$ cat src/iia_pkg.sv
`default_nettype none
// ----------------------------------------------------------------------------
// iia_pkg
// Shared types and constants of the insertable integer array.
// ----------------------------------------------------------------------------
package iia_pkg;

  // default list depth
  localparam int IIA_CAPACITY = 64;

  // field widths
  localparam int VALUE_W = 32;
  localparam int INDEX_W = 7;
  localparam int FILL_W  = 7;

  // requested action
  typedef enum logic [1:0] {
    ACT_APPEND = 2'd0,
    ACT_INSERT = 2'd1,
    ACT_REMOVE = 2'd2,
    ACT_READ   = 2'd3
  } action_t;

  // result status
  typedef enum logic [1:0] {
    ST_DONE  = 2'd0,
    ST_INDEX = 2'd1,
    ST_FULL  = 2'd2
  } status_t;

endpackage : iia_pkg
`default_nettype wire

$ cat src/insertable_int_array.sv
`default_nettype none
// ----------------------------------------------------------------------------
// insertable_int_array
// Ordered list of signed 32-bit words in a single-port-write memory with a
// fill count: append, insert, remove and read by position.
// ----------------------------------------------------------------------------
//
// channel   dir   tdata (low bit up)                    tuser
// s_*       in    value[31:0], index[38:32], pad 0      action[1:0]
// m_*       out   read_value[31:0], fill_count[38:32]   status[1:0]
//
// Append, refused requests, insert at the end and remove of the last entry
// move no entries; a read waits on the registered memory read; insert moves
// count-index entries and remove moves count-index-1. Each moved entry costs
// a memory read followed by a write through the one shared pointer adder.
// Reset clears the fill count and the sequencer; memory contents are not
// cleared and need no pass. A waiting result holds the sequencer in its
// result state until m_tready; s_tready is high only when idle.
//
module insertable_int_array
  import iia_pkg::*;
#(
  parameter int CAPACITY = IIA_CAPACITY
) (
  input  wire logic        clk,
  input  wire logic        rst,
  input  wire logic        s_tvalid,
  output logic             s_tready,
  input  wire logic [39:0] s_tdata,   // value[31:0], index[38:32], zero pad
  input  wire logic [1:0]  s_tuser,   // action[1:0]
  output logic             m_tvalid,
  input  wire logic        m_tready,
  output logic [39:0] m_tdata,        // read_value[31:0], fill_count[38:32], zero pad
  output logic [1:0]  m_tuser         // status[1:0]
);

  localparam int AW   = (CAPACITY > 1) ? $clog2(CAPACITY) : 1;
  localparam int CW   = $clog2(CAPACITY + 1);
  localparam int CMPW = (CW > INDEX_W) ? CW : INDEX_W;

  typedef enum logic [2:0] {
    S_IDLE, S_SH_RD, S_SH_WR, S_WR_VAL, S_RD_DATA, S_RESULT
  } state_t;

  state_t                  state;
  logic [CW-1:0]           count;
  logic [AW-1:0]           ptr;
  logic [AW-1:0]           idx_q;
  logic signed [VALUE_W-1:0] val_q;
  action_t                 act_q;
  logic [VALUE_W-1:0]      res_value;
  status_t                 res_status;

  // memory
  logic [VALUE_W-1:0] mem [CAPACITY];
  logic [VALUE_W-1:0] rdata;
  logic               we;
  logic [AW-1:0]      waddr;
  logic [AW-1:0]      raddr;
  logic [VALUE_W-1:0] wdata;

  // input fields
  action_t                   in_act;
  logic signed [VALUE_W-1:0] in_value;
  logic [INDEX_W-1:0]        in_index;
  logic                      s_accept;

  // decode
  logic [CMPW-1:0] idx_w;
  logic [CMPW-1:0] cnt_w;
  logic            full;
  status_t         dec_status;
  logic            at_end;
  logic            last_entry;
  logic            ins_last;
  logic            rem_last;

  assign in_act   = action_t'(s_tuser);
  assign in_value = s_tdata[31:0];
  assign in_index = s_tdata[38:32];
  assign s_tready = (state == S_IDLE);
  assign s_accept = s_tvalid && s_tready;

  // range and full checks of the incoming word
  always_comb begin
    idx_w      = CMPW'(in_index);
    cnt_w      = CMPW'(count);
    full       = (count == CW'(CAPACITY));
    at_end     = (idx_w == cnt_w);
    last_entry = ((idx_w + CMPW'(1)) == cnt_w);
    unique case (in_act)
      ACT_APPEND: dec_status = full ? ST_FULL : ST_DONE;
      ACT_INSERT: dec_status = (idx_w > cnt_w) ? ST_INDEX : (full ? ST_FULL : ST_DONE);
      ACT_REMOVE: dec_status = (idx_w >= cnt_w) ? ST_INDEX : ST_DONE;
      ACT_READ:   dec_status = (idx_w >= cnt_w) ? ST_INDEX : ST_DONE;
      default:    dec_status = ST_INDEX;
    endcase
  end

  // end-of-shift tests on the shared pointer
  assign ins_last = (ptr == (idx_q + AW'(1)));
  assign rem_last = ((CW'(ptr) + CW'(2)) == count);

  // memory port control
  always_comb begin
    we    = 1'b0;
    waddr = ptr;
    wdata = rdata;
    raddr = ptr;
    unique case (state)
      S_IDLE: begin
        raddr = AW'(in_index);
        if (s_accept && dec_status == ST_DONE) begin
          if (in_act == ACT_APPEND) begin
            we    = 1'b1;
            waddr = count[AW-1:0];
            wdata = in_value;
          end else if (in_act == ACT_INSERT && at_end) begin
            we    = 1'b1;
            waddr = count[AW-1:0];
            wdata = in_value;
          end
        end
      end
      S_SH_RD: begin
        raddr = (act_q == ACT_INSERT) ? (ptr - AW'(1)) : (ptr + AW'(1));
      end
      S_SH_WR: begin
        we    = 1'b1;
        waddr = ptr;
        wdata = rdata;
      end
      S_WR_VAL: begin
        we    = 1'b1;
        waddr = idx_q;
        wdata = val_q;
      end
      S_RD_DATA, S_RESULT: begin
        we = 1'b0;
      end
      default: begin
        we = 1'b0;
      end
    endcase
  end

  // storage with registered read
  always_ff @(posedge clk) begin
    if (we) begin
      mem[waddr] <= wdata;
    end
  end

  always_ff @(posedge clk) begin
    rdata <= mem[raddr];
  end

  // sequencer and output register
  always_ff @(posedge clk) begin
    if (rst) begin
      state    <= S_IDLE;
      count    <= '0;
      m_tvalid <= 1'b0;
    end else begin
      if (m_tvalid && m_tready && state != S_RESULT) begin
        m_tvalid <= 1'b0;
      end
      unique case (state)
        S_IDLE: begin
          if (s_accept) begin
            idx_q      <= AW'(in_index);
            val_q      <= in_value;
            act_q      <= in_act;
            res_status <= dec_status;
            res_value  <= '0;
            if (dec_status != ST_DONE) begin
              state <= S_RESULT;
            end else begin
              unique case (in_act)
                ACT_APPEND: begin
                  count <= count + CW'(1);
                  state <= S_RESULT;
                end
                ACT_INSERT: begin
                  if (at_end) begin
                    count <= count + CW'(1);
                    state <= S_RESULT;
                  end else begin
                    ptr   <= count[AW-1:0];
                    state <= S_SH_RD;
                  end
                end
                ACT_REMOVE: begin
                  if (last_entry) begin
                    count <= count - CW'(1);
                    state <= S_RESULT;
                  end else begin
                    ptr   <= AW'(in_index);
                    state <= S_SH_RD;
                  end
                end
                ACT_READ: state <= S_RD_DATA;
                default:  state <= S_RESULT;
              endcase
            end
          end
        end
        S_SH_RD: begin
          state <= S_SH_WR;
        end
        S_SH_WR: begin
          if (act_q == ACT_INSERT) begin
            if (ins_last) begin
              state <= S_WR_VAL;
            end else begin
              ptr   <= ptr - AW'(1);
              state <= S_SH_RD;
            end
          end else begin
            if (rem_last) begin
              count <= count - CW'(1);
              state <= S_RESULT;
            end else begin
              ptr   <= ptr + AW'(1);
              state <= S_SH_RD;
            end
          end
        end
        S_WR_VAL: begin
          count <= count + CW'(1);
          state <= S_RESULT;
        end
        S_RD_DATA: begin
          res_value <= rdata;
          state     <= S_RESULT;
        end
        S_RESULT: begin
          if (!m_tvalid || m_tready) begin
            m_tvalid <= 1'b1;
            m_tdata  <= {1'b0, cnt_w[FILL_W-1:0], res_value};
            m_tuser  <= res_status;
            state    <= S_IDLE;
          end
        end
        default: state <= S_IDLE;
      endcase
    end
  end

  // fill count never passes the capacity
  a_count_bound: assert property (@(posedge clk) disable iff (rst)
    count <= CW'(CAPACITY))
    else $error("fill count above capacity");

  // memory is written only during an accepted word or its sequence
  a_write_busy: assert property (@(posedge clk) disable iff (rst)
    we |-> (s_accept || state != S_IDLE))
    else $error("memory write while idle");

  // a new result is only launched from the result state
  a_launch: assert property (@(posedge clk) disable iff (rst)
    $rose(m_tvalid) |-> $past(state == S_RESULT))
    else $error("result launched outside result state");

  // one word at a time: ready drops after an accept
  a_busy_after_accept: assert property (@(posedge clk) disable iff (rst)
    s_accept |=> !s_tready)
    else $error("ready held after accept");

endmodule : insertable_int_array
`default_nettype wire

$ cat config.mk
export PLATFORM = sky130hd
export DESIGN_NAME = insertable_int_array
export DESIGN_NICKNAME = d
export VERILOG_FILES = /design/src/iia_pkg.sv /design/src/insertable_int_array.sv
export SDC_FILE = /design/constraint.sdc
export NUM_CORES = 2
export LEC_CHECK = 0
export BUFFER_PORTS_ARGS = -buffer_cell sky130_fd_sc_hd__clkbuf_2
export CAP_MARGIN = 20
export CORE_UTILIZATION = 63
export CTS_BUF_LIST = sky130_fd_sc_hd__clkbuf_16
export DETAILED_ROUTE_END_ITERATION = 12
export PLACE_DENSITY = 0.79
export SLEW_MARGIN = 20
export SYNTH_ARGS = -nofsm -noshare
export SYNTH_HDL_FRONTEND = slang
export SYNTH_SLANG_ARGS = --single-unit
$ cat constraint.sdc
create_clock -name clk -period 7.55 [get_ports clk]
set_input_delay 0.3775 -clock clk [delete_from_list [all_inputs] [get_ports clk]]
set_output_delay 0.3775 -clock clk [all_outputs]
set_load 0.05 [all_outputs]
== Word-level counts from Yosys, hierarchy flattened ==
Memory sizes are Yosys's and may differ from the RTL's. A register that Yosys moved wholly into a read port is not among the register bits.
Index checks and enable logic that the tools add are counted.

* Bits in registers: 132
* Bits in writable memories: 2048
* Input port bits: 46
* Word-level logic and storage cells: 125
* Memories kept: 1

{| class="wikitable"
|+ Memories
! memory !! depth !! width !! rd ports !! clocked after Yosys merged registers in !! write ports !! RTL line !! text
|-
| mem || 64 || 32 || 1 || 1 || 1 || insertable_int_array.sv:55 || <nowiki>logic [VALUE_W-1:0] mem [CAPACITY];</nowiki>
|}

* Add/sub/neg operators: 7
* Order comparisons: 2
* Eq/ne operators: 28
* Muxes and demuxes: 52
* Bitwise logic cells: 1
* Reduce and logical (&&, ||, !) cells: 23

{| class="wikitable"
|+ Operators with widths
! operator !! number
|-
| $mux W32 || 4
|-
| $pmux W32 S2 || 2
|-
| $mux W6 || 11
|-
| $pmux W6 S2 || 4
|-
| $mux W7 || 6
|-
| $pmux W7 S3 || 2
|-
| $eq A7 B7 Y1 || 3
|-
| $mux W3 || 7
|-
| $ne A3 B3 Y1 const B || 7
|-
| $pmux W3 S5 || 1
|-
| $add A7 B1 Y7 const B || 2
|-
| $add A6 B1 Y6 const B || 2
|-
| $pmux W3 S4 || 1
|-
| $mux W1 || 9
|-
| $reduce_and A3 Y1 || 3
|-
| $reduce_and A9 Y1 || 1
|-
| $ne A2 B2 Y1 const B || 4
|-
| $reduce_and A8 Y1 || 1
|-
| $add A6 B2 Y7 const B || 1
|-
| $eq A7 B7 Y1 const B || 1
|-
| $ge A7 B7 Y1 || 1
|-
| $gt A7 B7 Y1 || 1
|-
| $sub A7 B1 Y7 const B || 1
|-
| $eq A3 B2 Y1 const B || 2
|-
| other kinds (22) || 36
|}

== Longest topological paths before layout ==
* Depth after elaboration: 10
* Gate-level depth with buffers: 12

== Least setup slack after synthesis ==
OpenSTA, ideal clock, no wires.

* Kind: register to register
* Start point: reg count[3], in the netlist cnt_w[3]
* End point: mem mem[33][0], enable pin
* Setup time: 461 ps
* Arrival: 4944 ps
* Data required time: 7089 ps
* Setup slack: 2145 ps
* Cell stages (with the launch flop): 12
* Buffers on the path: 2
* Clock period less this slack: 5405 ps
* Path through: dfxtp_1 -> clkbuf_1 -> inv_1 -> ha_1 -> nand4_1 -> o21ai_0 -> nor3b_2 -> o311ai_1 -> and2_0 -> clkbuf_1 -> a2111o_1 -> nor3_1

* Word-level cells in the longest chain between the ends: 10

{| class="wikitable"
|+ RTL lines
! element !! RTL line !! text
|-
| start, declared || insertable_int_array.sv:46 || <nowiki>logic [CW-1:0] count;</nowiki>
|-
| start signal, assigned || insertable_int_array.sv:181 || <nowiki>count <= count + CW'(1);</nowiki>
|-
| start signal, assigned || insertable_int_array.sv:186 || <nowiki>count <= count + CW'(1);</nowiki>
|-
| start signal, assigned || insertable_int_array.sv:195 || <nowiki>count <= count - CW'(1);</nowiki>
|-
| parallel branches: the longest is 10 deep, another holds $ge A7 B7 Y1 || -- ||
|-
| end, declared || insertable_int_array.sv:55 ||
|}

Parallel ways; which one is timed is not known.

== Worst setup path in the final report ==
* Start point: reg count[5], in the netlist cnt_w[5]
* End point: mem mem[19][0], enable pin

Same word-level chain as after synthesis.

==> out/results.txt <==
CTS tree = yes
clk_lat worst skew = 840 ps
setup TNS = 0 ps
Total GRT Usage = 32.0%
max cap viols = 0
Worst-path clk slew = 70 ps
CP top delay family = compound AO/OA/AOI/OAI gates
cell taking the most area after synthesis = edfxtp_1
RSZ-0062 raised after global routing = false
status = completed
total congestion overflow = 0
IO Pins = 90
Post-CTS Setup Inserts = 0
Die Y = 372 um
Worst EP arrival = 6230 ps
cell breakdown of the critical path = inv_1, ha_1, nand4_1, o21ai_0, nor3b_2, o31a_1, o311ai_1, o2111ai_2, nor2_4, buf_4
initial antenna violation count = 19
#FFs+latches synth = 2,212
# DRC = 0
CTS Root Cell = clkbuf_16
Critical R2R Capture = mem[19][0]$_DFFE_PP_
Synth top area share = 75.6%
Worst path depth = 10
Post-synth EDFFs = 2,169
Worst Tran Pin Value = 1260 ps
most frequent cell after synthesis = edfxtp_1
PwrDens = 386 mW/mm^2
largest net degree at the start of global routing = 120
vias in the first global route = 44,935
Distinct cells, synth = 76
Clock Skews = 30.8 ps
setup slack, reg-to-reg = 1820 ps
Placement Rows = 135
clock buffer depth = 3
Buf+Inv Stages, Crit Path = 2
global-route wire length before repair = 311,000 um
fin crit period = 5730 ps
via count = 46,010
die area = 0.138 mm^2
Synth area leaders = edfxtp_1 (76%), mux4_2 (9.0%), mux2i_1 (4.6%)
total CTS buffers = 201
final WL = 220,000 um
Top FF cell, synth = edfxtp_1
H-tree levels = 4
Max Clk Rate = 175 MHz
Mapped Area = 0.0862 mm^2
YS warnings = 0
final hold violations = 0
Core ar. = 0.136 mm^2
crit-path max FO = 21
clk sinks = 2,212
critical path endpoint category = flop
final RePlAce weighted congestion = 0.959
layout cells sized above 1 = 20.9%
HP Class = input port to flop
Worst R2R Path Depth = 10
worst path required time = 8050 ps
synth cell count leaders = edfxtp_1 (2,169), mux2i_1 (392), mux4_2 (344), nand2_1 (303), clkbuf_1 (116)
CP max stage delay = 960 ps
die width = 372 um
final period utilization = 75.8%
hpwl dp = 123,000 um
crit path capture = mem[19][0]$_DFFE_PP_
CP startpoint = cnt_w[5]$_SDFFE_PP0P_
Port Buffers = 87
Lkg Pwr = 31.3 nW
Worst slew margin = 14.6%
Crit Path Category = flop to flop
CP Launch Type = flop
reg2reg start = cnt_w[5]$_SDFFE_PP0P_
final number of setup-violating endpoints = 0
Final Slew Violations = 0
Gate Count Post-Synth = 4,391
Via density = 6.99
VDD IR max = 0.355 mV
post-route ant nets = 0
Seq/Total Area, Yosys = 76.6%
Synth Area per Inst = 19.6 um^2
Post-layout nets = 4,697
Tot Pwr = 37.3 mW
DR WL/cell = 33.5 um
initial DRC count = 7,168
ys async rst share = 0%
slowest stage cell, crit path = nor2_4
Layout area overhead = 12.2%
DRT Pass-1 Iters = 6
Syn Nets = 4,460
Initial Util = 63.5%
[repair_timing]
action	in CTS	in global routing
resized for setup	0	0
hold endpoints to repair	51	0
hold buffers	42	0
[flip-flops by register name, summed over array words and instances, names as in the netlist]
register and flops:
cnt_w 7, m_tdata 39, mem 2048, ptr 6
res_status 2, act_q 2, m_tvalid 1, idx_q 6
rdata 32, res_value 32, m_tuser 2, state 3
val_q 32
[power by group]
| group | internal, mW | switching, mW |
|---|---|---|
| clock | 5.58 | 4.41 |
| sequential | 15.6 | 0.249 |
| combinational | 3.60 | 7.88 |
| total | 24.8 | 12.5 |
[worst register-to-register path, stage by stage (launching register included)]
cell and delay [ps]:
dfxtp_1 640, inv_1 230, ha_1 350, nand4_1 230, o21ai_0 180, nor3b_2 240
o31a_1 550, o311ai_1 800, o2111ai_2 790, nor2_4 970, buf_4 400
[cells by family (layout without fill, tap and decap cells)]
logic type	after synthesis	after routing	share of synthesized area [%]
other cells	1	6	0.00435
flops	2212	2212	76.6
fa+ha+maj	23	23	0.343
mux	743	743	13.6
simple gates	559	559	3.06
xor+xnor	28	28	0.301
buf+inv	274	679	1.55
compound gates	551	551	4.52
[through the flow]
stage / cells / worst slack [ps] / instance area (um^2) / hold slack [ps] / utilization (%)
after floorplan: 4391 / 2150 / 86200 / 400 / -
after global placement: 6149 / 2130 / 89500 / 404 / 66.0
after detailed placement: 6156 / 2040 / 89600 / 405 / 66.1
after CTS: 6569 / 1970 / 96500 / 70.6 / 71.1
after global routing: 6577 / 1690 / 96700 / 132 / 71.3
final: 6582 / 1820 / 96700 / 90.1 / 71.3
[worst min path at each step]
stage	startpoint	end	slack [ps]	cells after the start
global placement	res_value[19]$_SDFFCE_PP0P_	m_tdata[19]$_DFFE_PP_	400	0
global route	rst	state[1]$_SDFFE_PP0P_	130	2
floorplan	res_value[0]$_SDFFCE_PP0P_	m_tdata[0]$_DFFE_PP_	400	0
detailed placement	res_value[20]$_SDFFCE_PP0P_	m_tdata[20]$_DFFE_PP_	400	0
finish	rst	state[1]$_SDFFE_PP0P_	90	2
CTS	rst	state[1]$_SDFFE_PP0P_	70	2
[cell type report]
class / count / area [um^2]
inverter: 22 / 82.6
fill: 7559 / 39000
clock buffer: 206 / 5150
multi-input combinational: 1905 / 19600
antenna: 5 / 12.5
clock inverter: 165 / 1270
tap: 1781 / 2230
sequential: 2212 / 66000
timing repair buffer: 286 / 2370
[placed cells by master, fill, tap and decap left out, types with 7 or more instances in the layout]
master	instances
a211oi_1	42
a21oi_1	93
a22o_1	32
a22oi_1	67
a32oi_1	68
a41oi_1	33
and2_1	42
and4b_1	30
buf_12	19
buf_4	133
bufinv_16	19
clkbuf_16	206
clkbuf_2	87
clkinv_1	42
clkinv_2	29
clkinvlp_4	8
dfxtp_1	43
dlygate4sd3_1	42
edfxtp_1	2169
ha_1	22
inv_1	78
inv_6	8
mux2_2	7
mux2i_1	392
mux4_2	344
nand2_1	270
nand2_2	32
nand3_1	19
nor2_1	37
nor2_4	51
nor3_2	19
o2111ai_2	8
o211ai_1	7
o21ai_0	49
o22ai_1	95
o311ai_0	8
xnor2_1	19
xor2_1	8
[routing by layer]
metal / up-vias / track usage, % / part of all wire, %
met5: - / 0 / 0.052
met4: 16 / 15.6 / 5.4
met3: 583 / 7.61 / 13
met2: 3539 / 48.5 / 46
met1: 23319 / 44.4 / 36
li1: 18553 / - / -
Note: power is estimated with default switching activity, not from simulation.
